[src/hdl/rmm_pkg.sv]
// Types and constants of the running median multiset unit.
// Used by the interfaces, controller, datapath, top level and checker.
`timescale 1ns / 1ps

package rmm_pkg;

  localparam int unsigned SampleW = 16;
  localparam int unsigned CountW  = 7;

  typedef enum logic {
    CMD_INSERT = 1'b0,
    CMD_REMOVE = 1'b1
  } cmd_t;

  typedef enum logic [1:0] {
    STAT_OK        = 2'd0,
    STAT_FULL      = 2'd1,
    STAT_EMPTY     = 2'd2,
    STAT_NOT_FOUND = 2'd3
  } status_t;

  typedef enum logic [3:0] {
    S_IDLE,
    S_DISPATCH,
    S_INS_RD,
    S_INS_CHK,
    S_REM_RD,
    S_REM_CHK,
    S_SH_RD,
    S_SH_WR,
    S_MED_RD,
    S_MED_WAIT
  } state_t;

  typedef enum logic [1:0] {
    RD_IDX,
    RD_IDX_M1,
    RD_IDX_P1,
    RD_MEDIAN
  } rd_sel_t;

  // Commands from controller to datapath.
  typedef struct packed {
    logic    latch_in;
    logic    status_en;
    status_t status_code;
    logic    idx_load_count;
    logic    idx_clear;
    logic    idx_inc;
    logic    idx_dec;
    rd_sel_t rd_sel;
    logic    wr_en;
    logic    wr_from_ram;
    logic    cnt_inc;
    logic    cnt_dec;
    logic    out_load;
  } dp_ctl_t;

  // Status from datapath to controller.
  typedef struct packed {
    cmd_t cmd;
    logic empty;
    logic full;
    logic idx_zero;
    logic idx_last;
    logic rd_gt;
    logic rd_eq;
    logic out_free;
  } dp_stat_t;

endpackage

[src/hdl/rmm_stream_if.sv]
// Handshake channel interfaces for command input and median result output.
// Depends on rmm_pkg.
`timescale 1ns / 1ps

interface rmm_in_if;
  logic                                valid;
  logic                                ready;
  rmm_pkg::cmd_t                       command;
  logic signed [rmm_pkg::SampleW-1:0]  sample_value;

  modport source (output valid, output command, output sample_value, input ready);
  modport sink   (input valid, input command, input sample_value, output ready);
endinterface

interface rmm_out_if;
  logic                                valid;
  logic                                ready;
  logic signed [rmm_pkg::SampleW-1:0]  median_value;
  logic                                median_valid;
  logic        [rmm_pkg::CountW-1:0]   element_count;
  rmm_pkg::status_t                    status;

  modport source (output valid, output median_value, output median_valid,
                  output element_count, output status, input ready);
  modport sink   (input valid, input median_value, input median_valid,
                  input element_count, input status, output ready);
endinterface

[src/hdl/rmm_ram.sv]
// Generic simple dual-port RAM: one write port, one registered read port.
// Depends on nothing.
`timescale 1ns / 1ps

module rmm_ram #(
  parameter int unsigned Width = 16,
  parameter int unsigned Depth = 64
) (
  input  logic                     clk,
  input  logic                     we,
  input  logic [$clog2(Depth)-1:0] waddr,
  input  logic [Width-1:0]         wdata,
  input  logic [$clog2(Depth)-1:0] raddr,
  output logic [Width-1:0]         rdata_r
);

  logic [Width-1:0] mem [Depth];

  always_ff @(posedge clk) begin
    if (we) begin
      mem[waddr] <= wdata;
    end
    rdata_r <= mem[raddr];
  end

endmodule

[src/hdl/rmm_ctrl.sv]
// Controller state machine of the running median unit.
// Depends on rmm_pkg; drives rmm_datapath through dp_ctl_t.
`timescale 1ns / 1ps

module rmm_ctrl (
  input  logic              clk,
  input  logic              rst_n,
  input  logic              in_valid,
  output logic              in_ready,
  input  rmm_pkg::dp_stat_t stat,
  output rmm_pkg::dp_ctl_t  ctl
);

  rmm_pkg::state_t state_r, state_nxt;

  always_ff @(posedge clk) begin
    if (!rst_n) begin
      state_r <= rmm_pkg::S_IDLE;
    end else begin
      state_r <= state_nxt;
    end
  end

  always_comb begin
    state_nxt = state_r;
    case (state_r)
      rmm_pkg::S_IDLE: begin
        if (in_valid) state_nxt = rmm_pkg::S_DISPATCH;
      end
      rmm_pkg::S_DISPATCH: begin
        if (stat.cmd == rmm_pkg::CMD_INSERT) begin
          state_nxt = stat.full ? rmm_pkg::S_MED_RD : rmm_pkg::S_INS_RD;
        end else begin
          state_nxt = stat.empty ? rmm_pkg::S_MED_RD : rmm_pkg::S_REM_RD;
        end
      end
      rmm_pkg::S_INS_RD: begin
        state_nxt = stat.idx_zero ? rmm_pkg::S_MED_RD : rmm_pkg::S_INS_CHK;
      end
      rmm_pkg::S_INS_CHK: begin
        state_nxt = stat.rd_gt ? rmm_pkg::S_INS_RD : rmm_pkg::S_MED_RD;
      end
      rmm_pkg::S_REM_RD: state_nxt = rmm_pkg::S_REM_CHK;
      rmm_pkg::S_REM_CHK: begin
        if (stat.rd_eq) state_nxt = rmm_pkg::S_SH_RD;
        else if (stat.idx_last) state_nxt = rmm_pkg::S_MED_RD;
        else state_nxt = rmm_pkg::S_REM_RD;
      end
      rmm_pkg::S_SH_RD: begin
        state_nxt = stat.idx_last ? rmm_pkg::S_MED_RD : rmm_pkg::S_SH_WR;
      end
      rmm_pkg::S_SH_WR:  state_nxt = rmm_pkg::S_SH_RD;
      rmm_pkg::S_MED_RD: state_nxt = rmm_pkg::S_MED_WAIT;
      rmm_pkg::S_MED_WAIT: begin
        if (stat.out_free) state_nxt = rmm_pkg::S_IDLE;
      end
      default: state_nxt = rmm_pkg::S_IDLE;
    endcase
  end

  always_comb begin
    ctl      = '0;
    ctl.rd_sel      = rmm_pkg::RD_IDX;
    ctl.status_code = rmm_pkg::STAT_OK;
    in_ready = 1'b0;
    case (state_r)
      rmm_pkg::S_IDLE: begin
        in_ready     = 1'b1;
        ctl.latch_in = in_valid;
      end
      rmm_pkg::S_DISPATCH: begin
        if (stat.cmd == rmm_pkg::CMD_INSERT) begin
          if (stat.full) begin
            ctl.status_en   = 1'b1;
            ctl.status_code = rmm_pkg::STAT_FULL;
          end else begin
            ctl.idx_load_count = 1'b1;
          end
        end else begin
          if (stat.empty) begin
            ctl.status_en   = 1'b1;
            ctl.status_code = rmm_pkg::STAT_EMPTY;
          end else begin
            ctl.idx_clear = 1'b1;
          end
        end
      end
      rmm_pkg::S_INS_RD: begin
        if (stat.idx_zero) begin
          ctl.wr_en   = 1'b1;
          ctl.cnt_inc = 1'b1;
        end else begin
          ctl.rd_sel = rmm_pkg::RD_IDX_M1;
        end
      end
      rmm_pkg::S_INS_CHK: begin
        ctl.wr_en = 1'b1;
        if (stat.rd_gt) begin
          ctl.wr_from_ram = 1'b1;
          ctl.idx_dec     = 1'b1;
        end else begin
          ctl.cnt_inc = 1'b1;
        end
      end
      rmm_pkg::S_REM_RD: ctl.rd_sel = rmm_pkg::RD_IDX;
      rmm_pkg::S_REM_CHK: begin
        if (!stat.rd_eq) begin
          if (stat.idx_last) begin
            ctl.status_en   = 1'b1;
            ctl.status_code = rmm_pkg::STAT_NOT_FOUND;
          end else begin
            ctl.idx_inc = 1'b1;
          end
        end
      end
      rmm_pkg::S_SH_RD: begin
        if (stat.idx_last) ctl.cnt_dec = 1'b1;
        else ctl.rd_sel = rmm_pkg::RD_IDX_P1;
      end
      rmm_pkg::S_SH_WR: begin
        ctl.wr_en       = 1'b1;
        ctl.wr_from_ram = 1'b1;
        ctl.idx_inc     = 1'b1;
      end
      rmm_pkg::S_MED_RD: ctl.rd_sel = rmm_pkg::RD_MEDIAN;
      rmm_pkg::S_MED_WAIT: begin
        ctl.rd_sel   = rmm_pkg::RD_MEDIAN;
        ctl.out_load = stat.out_free;
      end
      default: ctl = '0;
    endcase
  end

endmodule

[src/hdl/rmm_datapath.sv]
// Datapath of the running median unit: sorted store, count, index, result register.
// Depends on rmm_pkg and rmm_ram; controlled by rmm_ctrl.
`timescale 1ns / 1ps

module rmm_datapath #(
  parameter int unsigned CAPACITY = 64
) (
  input  logic                               clk,
  input  logic                               rst_n,
  input  rmm_pkg::cmd_t                      in_command,
  input  logic signed [rmm_pkg::SampleW-1:0] in_sample_value,
  input  rmm_pkg::dp_ctl_t                   ctl,
  output rmm_pkg::dp_stat_t                  stat,
  output logic                               out_valid,
  input  logic                               out_ready,
  output logic signed [rmm_pkg::SampleW-1:0] out_median_value,
  output logic                               out_median_valid,
  output logic        [rmm_pkg::CountW-1:0]  out_element_count,
  output rmm_pkg::status_t                   out_status
);

  localparam int unsigned AW = $clog2(CAPACITY);
  localparam int unsigned CW = $clog2(CAPACITY + 1);

  rmm_pkg::cmd_t                      cmd_r;
  logic signed [rmm_pkg::SampleW-1:0] value_r;
  logic        [CW-1:0]               count_r;
  logic        [AW-1:0]               idx_r;
  rmm_pkg::status_t                   status_r;

  logic                               out_valid_r;
  logic signed [rmm_pkg::SampleW-1:0] out_median_r;
  logic                               out_mvalid_r;
  logic        [rmm_pkg::CountW-1:0]  out_count_r;
  rmm_pkg::status_t                   out_status_r;

  logic        [AW-1:0]               raddr;
  logic signed [rmm_pkg::SampleW-1:0] rdata;
  logic        [rmm_pkg::SampleW-1:0] wdata;
  logic        [CW:0]                 idx_next_wide;

  rmm_ram #(
    .Width (rmm_pkg::SampleW),
    .Depth (CAPACITY)
  ) u_store (
    .clk     (clk),
    .we      (ctl.wr_en),
    .waddr   (idx_r),
    .wdata   (wdata),
    .raddr   (raddr),
    .rdata_r (rdata)
  );

  always_comb begin
    case (ctl.rd_sel)
      rmm_pkg::RD_IDX:    raddr = idx_r;
      rmm_pkg::RD_IDX_M1: raddr = idx_r - AW'(1);
      rmm_pkg::RD_IDX_P1: raddr = idx_r + AW'(1);
      rmm_pkg::RD_MEDIAN: raddr = AW'(count_r >> 1);
      default:            raddr = idx_r;
    endcase
  end

  assign wdata         = ctl.wr_from_ram ? rdata : value_r;
  assign idx_next_wide = (CW + 1)'(idx_r) + (CW + 1)'(1);

  assign stat.cmd      = cmd_r;
  assign stat.empty    = (count_r == '0);
  assign stat.full     = (count_r == CW'(CAPACITY));
  assign stat.idx_zero = (idx_r == '0);
  assign stat.idx_last = (idx_next_wide >= (CW + 1)'(count_r));
  assign stat.rd_gt    = (rdata > value_r);
  assign stat.rd_eq    = (rdata == value_r);
  assign stat.out_free = !out_valid_r || out_ready;

  // Control state
  always_ff @(posedge clk) begin
    if (!rst_n) begin
      count_r     <= '0;
      out_valid_r <= 1'b0;
    end else begin
      if (ctl.cnt_inc) count_r <= count_r + CW'(1);
      else if (ctl.cnt_dec) count_r <= count_r - CW'(1);
      if (ctl.out_load) out_valid_r <= 1'b1;
      else if (out_ready) out_valid_r <= 1'b0;
    end
  end

  // Payload
  always_ff @(posedge clk) begin
    if (ctl.latch_in) begin
      cmd_r    <= in_command;
      value_r  <= in_sample_value;
      status_r <= rmm_pkg::STAT_OK;
    end else if (ctl.status_en) begin
      status_r <= ctl.status_code;
    end
    if (ctl.idx_load_count) idx_r <= AW'(count_r);
    else if (ctl.idx_clear) idx_r <= '0;
    else if (ctl.idx_inc) idx_r <= idx_r + AW'(1);
    else if (ctl.idx_dec) idx_r <= idx_r - AW'(1);
    if (ctl.out_load) begin
      out_median_r <= stat.empty ? '0 : rdata;
      out_mvalid_r <= !stat.empty;
      out_count_r  <= rmm_pkg::CountW'(count_r);
      out_status_r <= status_r;
    end
  end

  assign out_valid         = out_valid_r;
  assign out_median_value  = out_median_r;
  assign out_median_valid  = out_mvalid_r;
  assign out_element_count = out_count_r;
  assign out_status        = out_status_r;

endmodule

[src/hdl/running_median_multiset_unit.sv]
// Running median over a bounded multiset of signed 16-bit samples (top level).
// Depends on rmm_pkg, rmm_stream_if, rmm_ctrl, rmm_datapath and rmm_ram.
//
// Each transfer on in_chan inserts one copy of sample_value or removes one
// copy of it; each produces exactly one transfer on out_chan carrying the
// element at sorted index count/2 (upper middle for even counts), a flag
// that the store is non-empty, the element count (low 7 bits) and a status:
// ok, insert dropped because full, remove from empty, or value not found.
// The samples sit in ascending order in a single RAM with one write port
// and one registered read port, so every compare waits for registered read
// data. An insert walks down from the top, moving each larger element up
// one slot. A remove searches upward and then closes the gap; a remove of
// an absent value searches the whole store. An insert into a full store or
// a remove from an empty one goes straight from dispatch to the median
// read. Items are handled one at a time; the next command is taken once
// the previous result has entered the output register, so a result waiting
// for out_chan.ready does not hold back the next transfer in. A result
// still waiting when the following one is ready holds that one in the
// median wait state.
// No clearing pass is needed after reset: only data below the count is used.
`timescale 1ns / 1ps

module running_median_multiset_unit #(
  parameter int unsigned CAPACITY = 64
) (
  input  logic   clk,
  input  logic   rst_n,
  rmm_in_if.sink   in_chan,
  rmm_out_if.source out_chan
);

  rmm_pkg::dp_ctl_t  ctl;
  rmm_pkg::dp_stat_t stat;

  // Sequencer: walks the store one element per read/compare step.
  rmm_ctrl u_ctrl (
    .clk      (clk),
    .rst_n    (rst_n),
    .in_valid (in_chan.valid),
    .in_ready (in_chan.ready),
    .stat     (stat),
    .ctl      (ctl)
  );

  // Store, count, index and output register.
  rmm_datapath #(
    .CAPACITY (CAPACITY)
  ) u_dp (
    .clk               (clk),
    .rst_n             (rst_n),
    .in_command        (in_chan.command),
    .in_sample_value   (in_chan.sample_value),
    .ctl               (ctl),
    .stat              (stat),
    .out_valid         (out_chan.valid),
    .out_ready         (out_chan.ready),
    .out_median_value  (out_chan.median_value),
    .out_median_valid  (out_chan.median_valid),
    .out_element_count (out_chan.element_count),
    .out_status        (out_chan.status)
  );

endmodule

[src/flat_wrapper.sv]
// flat-port wrapper written by rule: the top's interface ports become plain ports
module running_median_multiset_unit_flat 
#(
  parameter int unsigned CAPACITY = 64
)
  (clk, rst_n, in_chan_valid, in_chan_command, in_chan_sample_value, in_chan_ready, out_chan_valid, out_chan_median_value, out_chan_median_valid, out_chan_element_count, out_chan_status, out_chan_ready);
  rmm_in_if in_chan_i ();
  rmm_out_if out_chan_i ();
  input  logic clk;
  input  logic rst_n;
  input wire logic [$bits(in_chan_i.valid)-1:0] in_chan_valid;
  input wire logic [$bits(in_chan_i.command)-1:0] in_chan_command;
  input wire logic [$bits(in_chan_i.sample_value)-1:0] in_chan_sample_value;
  output wire logic [$bits(in_chan_i.ready)-1:0] in_chan_ready;
  output wire logic [$bits(out_chan_i.valid)-1:0] out_chan_valid;
  output wire logic [$bits(out_chan_i.median_value)-1:0] out_chan_median_value;
  output wire logic [$bits(out_chan_i.median_valid)-1:0] out_chan_median_valid;
  output wire logic [$bits(out_chan_i.element_count)-1:0] out_chan_element_count;
  output wire logic [$bits(out_chan_i.status)-1:0] out_chan_status;
  input wire logic [$bits(out_chan_i.ready)-1:0] out_chan_ready;
  assign in_chan_i.valid = in_chan_valid;
  assign in_chan_i.command = in_chan_command;
  assign in_chan_i.sample_value = in_chan_sample_value;
  assign in_chan_ready = in_chan_i.ready;
  assign out_chan_valid = out_chan_i.valid;
  assign out_chan_median_value = out_chan_i.median_value;
  assign out_chan_median_valid = out_chan_i.median_valid;
  assign out_chan_element_count = out_chan_i.element_count;
  assign out_chan_status = out_chan_i.status;
  assign out_chan_i.ready = out_chan_ready;
  running_median_multiset_unit #(.CAPACITY(CAPACITY)) u_core (.clk(clk), .rst_n(rst_n), .in_chan(in_chan_i), .out_chan(out_chan_i));
endmodule
[config.mk]
export PLATFORM = sky130hd
export DESIGN_NAME = running_median_multiset_unit_flat
export DESIGN_NICKNAME = d
export VERILOG_FILES = /design/src/hdl/rmm_pkg.sv /design/src/hdl/rmm_stream_if.sv /design/src/hdl/rmm_ram.sv /design/src/hdl/rmm_ctrl.sv /design/src/hdl/rmm_datapath.sv /design/src/hdl/running_median_multiset_unit.sv /design/src/flat_wrapper.sv
export SDC_FILE = /design/constraint.sdc
export NUM_CORES = 1
export LEC_CHECK = 0
export ABC_CLOCK_PERIOD_IN_PS = 14400
export BUFFER_PORTS_ARGS = -buffer_cell sky130_fd_sc_hd__buf_2
export CAP_MARGIN = 20
export CELL_PAD_IN_SITES_DETAIL_PLACEMENT = 1
export CELL_PAD_IN_SITES_GLOBAL_PLACEMENT = 1
export CORE_MARGIN = 5
export CORE_UTILIZATION = 44
export DETAILED_ROUTE_END_ITERATION = 12
export GPL_ROUTABILITY_DRIVEN = 0
export PLACE_DENSITY = 0.65
export SYNTH_ARGS = -nofsm -noshare
export SYNTH_HDL_FRONTEND = slang
export SYNTH_SLANG_ARGS = --single-unit
[constraint.sdc]
create_clock -name clk -period 14.4 [get_ports clk]
set_clock_uncertainty 0.1 [all_clocks]
set_input_delay 0 -clock clk [delete_from_list [all_inputs] [get_ports clk]]
set_output_delay 0 -clock clk [all_outputs]
set_load 0.005 [all_outputs]
==> results.py <==
metrics = {
    "status": {
        "status": "completed",
    },
    "yosys": {
        "syn_avg_cell_area_um2": 13.99,
        "ys_dominant_reg_cell": "edfxtp_1",
        "synth_cells": 3309,
        "synth.net_count": 3361,
        "synth_edf_count": 1073,
        "yosysTopAreaCell": "edfxtp_1",
        "netlist_top_cells_area": "edfxtp_1 70%, mux2i_1 4.4%, nand2_1 3.0%",
        "sequential_cell_area_fraction_in_the_yosys_report_pct": 70.88,
        "yosys.cell_types.count": 79,
        "mappedNetlistArea_mm2": 0.04630,
        "synth_top_cell_area_share_pct": 69.59,
        "synth-seq-cells": 1103,
        "ys.warnings.count": 0,
        "postSynth.asyncResetShare_pct": 0,
    },
    "timing": {
        "slew_violations": 0,
        "fin_setup_tns_ns": 0,
        "hold_viol": 0,
        "finalCriticalPeriod_ns": 7.222,
        "min_period_over_period_pct": 50.15,
        "worst_slew_margin_rel_pct": 20.66,
        "grt_setup_unrepaired": "false",
        "worst_slew_pin_slew_ns": 1.190,
        "finalSetupViolCount": 0,
        "postLayoutSetupSlackWorst_ns": 7.178,
        "hold-worst-slack_ns": 0.06620,
        "achievable-frequency_mhz": 138.5,
    },
    "pwr": {
        "pwr_density_cell_mw_per_mm2": 172.1,
        "cellLeakagePower_uw": 0.01764,
        "vdd_drop_max_uv": 114.5,
        "post-layout-total-power_uw": 9029,
    },
    "global_routing": {
        "maximum_number_of_pins_on_one_net_before_global_route_repair": 119,
        "grt_use_total_pct": 26.32,
        "antenna_found_initial": 12,
        "grt_pass1_wl_mm": 219.2,
        "globalRoute.totalOverflow": 0,
        "first_global_vias": 31580,
    },
    "routing": {
        "vias": 31050,
        "via_per_inst": 6.346,
        "detailedRoute.firstPassIterationCount": 6,
        "wl_per_cell_um": 30.91,
        "wl_mm": 151.2,
        "drtAntennaViolNets": 0,
        "drc": 0,
        "detailed_route_iter0_violations": 3769,
    },
    "worst_setup_path": {
        "critical_path_class": "reg -> reg",
        "worstReg2RegEnd": "u_core.u_dp.u_store.rdata_r[2]",
        "critPathCaptureType": "register",
        "cp_data_arrival_time_ns": 7.68,
        "timing.reg2reg.worst_path_depth": 16,
        "cp-start-kind": "register",
        "crit_path_start": "u_core.u_dp.idx_r[1]",
        "critical_path_peak_fanout": 38,
        "worst_setup_slack_for_register_to_register_paths_ns": 7.18,
        "crit_path_required_time_ns": 14.86,
        "reg2reg_from": "u_core.u_dp.idx_r[1]",
        "crit_end": "u_core.u_dp.u_store.rdata_r[2]",
    },
    "clocking": {
        "cts_buffer_depth": 3,
        "cts_inserted_buffers": 113,
        "clock_tree.root_cell": "clkbuf_16",
        "clkTransAtPathRegs_ns": 0.06,
        "clock_latency_ns": 0.72,
        "cts_tree": "done",
        "number_of_clock_sinks_seen_by_cts": 1103,
        "clock_tree.htree_level_count": 3,
    },
    "placed_design": {
        "hpwl_mm": 89.21,
        "pre_cts_slack_ns": 7.196,
        "placement.io_buffers": 48,
        "numPlacedInstances": 4635,
    },
    "finish": {
        "final_nets": 3453,
        "area_taken_by_flip_flops_and_latches_mm2": 0.03283,
        "nFillCells": 10280,
        "multi_input_area_mm2": 0.01251,
        "layout-drive-gt1-share_pct": 12.66,
        "layout-area-overhead-vs-synth_pct": 13.33,
        "finish.cell_count_without_fillers": 4893,
    },
    "die": {
        "design.core.area_mm2": 0.1050,
        "design.portCount": 49,
        "initial_utilization_pct": 44.11,
        "placementRows": 119,
        "chipHeight_um": 334.4,
        "die_area_mm2": 0.1118,
        "die_w_um": 334.4,
    },
    "hold_path": {
        "min_path_type": "in -> reg",
    },
    "flow_run": {
        "drv_cap": 0,
    },
}
==> layout by cell type (no fill, tap or decap), types with 16 or more instances in the layout <==
| master | synthesis | layout |
|---|---|---|
| o22ai_1 | 76 | 76 |
| a211oi_1 | 50 | 49 |
| a2111oi_0 | 16 | 16 |
| a22oi_1 | 49 | 48 |
| nor4_1 | 17 | 17 |
| and3_1 | 103 | 103 |
| mux2i_1 | 202 | 202 |
| a221o_1 | 18 | 18 |
| clkbuf_16 | 0 | 114 |
| buf_4 | 10 | 118 |
| inv_1 | 35 | 35 |
| nor2b_1 | 25 | 25 |
| clkinv_2 | 0 | 26 |
| dfxtp_1 | 30 | 29 |
| clkinv_1 | 1 | 29 |
| a32oi_1 | 31 | 31 |
| clkbuf_1 | 138 | 23 |
| nand3_1 | 256 | 256 |
| edfxtp_1 | 1073 | 1073 |
| a31oi_1 | 70 | 70 |
| a221oi_1 | 16 | 16 |
| nand2_1 | 366 | 361 |
| mux2_2 | 63 | 63 |
| nor3_1 | 67 | 66 |
| a21oi_1 | 54 | 52 |
| dlygate4sd3_1 | 0 | 38 |
| nor2_1 | 131 | 118 |
| ha_1 | 30 | 30 |
| o2111ai_1 | 33 | 33 |
| buf_2 | 61 | 48 |
| o21ai_0 | 114 | 113 |
==> cells in the mapped netlist (4+ instances only) <==
master / count
nand3_1: 256
nand2b_1: 4
edfxtp_1: 1073
dfxtp_1: 30
nor2b_1: 25
nor4_1: 17
a21o_1: 16
a211oi_1: 50
o2111ai_1: 33
mux2i_1: 202
buf_2: 61
o21ai_0: 114
a2111oi_0: 16
xor2_1: 8
mux2_2: 63
nand2_1: 366
buf_4: 10
a221o_1: 18
o22ai_1: 76
and2_1: 7
buf_1: 22
nor2_1: 131
a31oi_1: 70
inv_1: 35
a221oi_1: 16
and3_1: 103
nand4_1: 8
xnor2_1: 6
o22a_1: 15
clkbuf_1: 138
a22oi_1: 49
a32oi_1: 31
a222oi_1: 15
and4_1: 15
a21oi_1: 54
ha_1: 30
nor3_1: 67
==> cells by family (layout without fill, tap and decap cells) <==
group,Yosys count,count (layout),synth area share [%]
other,0,3,0
DFF,1103,1103,70.88
muxes,268,268,6.026
and+or+nand+nor,1019,1019,10.43
xor gates and xnor gates,14,14,0.2648
AOI/OAI and AO/OA,606,606,9.115
buffers and inverters,268,458,2.427
adders and majority gates,31,31,0.8539
==> repair_timing <==
| action | in CTS | in global routing |
|---|---|---|
| hold buffers | 38 | 0 |
| resized for setup | 0 | 0 |
| buffers inserted | 0 | 0 |
| hold endpoints to repair | 30 | 0 |
| endpoints found under the setup margin | 0 | 0 |
==> final cells by class <==
type                    count  area share, %
clock inverters            76          1.388
repair buffers            209          3.028
well taps                1391          3.317
inverters                  36         0.2575
clock buffers             137          5.601
flip-flops and latches   1103          62.56
diodes                      3        0.01431
multi-input cells        1938          23.84
==> state kept, by name, summed over array words and instances, names as in the netlist <==
signal                         flops
u_core.u_dp.out_valid              1
u_core.u_dp.out_median_valid       1
u_core.u_dp.status_r               2
u_core.u_dp.u_store.rdata_r       16
u_core.u_ctrl.state_r              4
u_core.u_dp.out_element_count      7
u_core.u_dp.cmd_r                  1
u_core.u_dp.count_r                7
u_core.u_dp.u_store.mem         1024
u_core.u_dp.out_median_value      16
u_core.u_dp.value_r               16
u_core.u_dp.out_status             2
u_core.u_dp.idx_r                  6
==> how the worst min path moves through the flow <==
stage	start	endpoint	slack, ns	depth (start not counted)
2_1_floorplan	in_chan_command	u_core.u_dp.cmd_r	-0.001	0
3_3_place_gp	in_chan_sample_value[11]	u_core.u_dp.value_r[11]	0.08	1
3_5_place_dp	in_chan_sample_value[1]	u_core.u_dp.value_r[1]	0.08	1
4_1_cts	rst_n	u_core.u_dp.count_r[3]	0.03	4
5_1_grt	rst_n	u_core.u_dp.count_r[3]	0.08	4
6_report	rst_n	u_core.u_dp.count_r[3]	0.07	4
==> worst max-delay path: stages (launching register included) <==
cell	delay, ns
edfxtp_1	0.62
ha_1	0.33
nand3_1	0.12
xor2_1	0.28
inv_1	0.10
ha_1	0.29
a21o_1	0.20
a211o_1	0.32
a21oi_1	0.60
o32a_1	0.38
and2_2	0.81
nand2_2	0.71
buf_4	0.55
o22ai_1	0.36
a211oi_1	0.15
nor3_1	0.90
nand3_1	0.17
==> per-layer routing <==
layer | GRT usage [%] | vias to the layer above | wire length [µm]
met1 | 37.06 | 16330 | 62950
met2 | 41.77 | 1379 | 70140
met3 | 4.583 | 238 | 12720
li1 | - | 13100 | -
met4 | 9.084 | 4 | 5385
met5 | 0 | - | 27
==> stage by stage <==
stage                     utilization, %  instance area, µm²
final                              49.99               52470
after global routing               49.98               52470
after CTS                          49.93               52410
after detailed placement           46.08               48370
after global placement             46.04               48330
after floorplan                        -               46300
==> where the power goes <==
group	total [µW]	switching [µW]	internal (µW)
logic	2310	1660	651
clock network	2930	1280	1650
registers	3780	95.6	3690
Note: power is estimated with default switching activity, not from simulation.
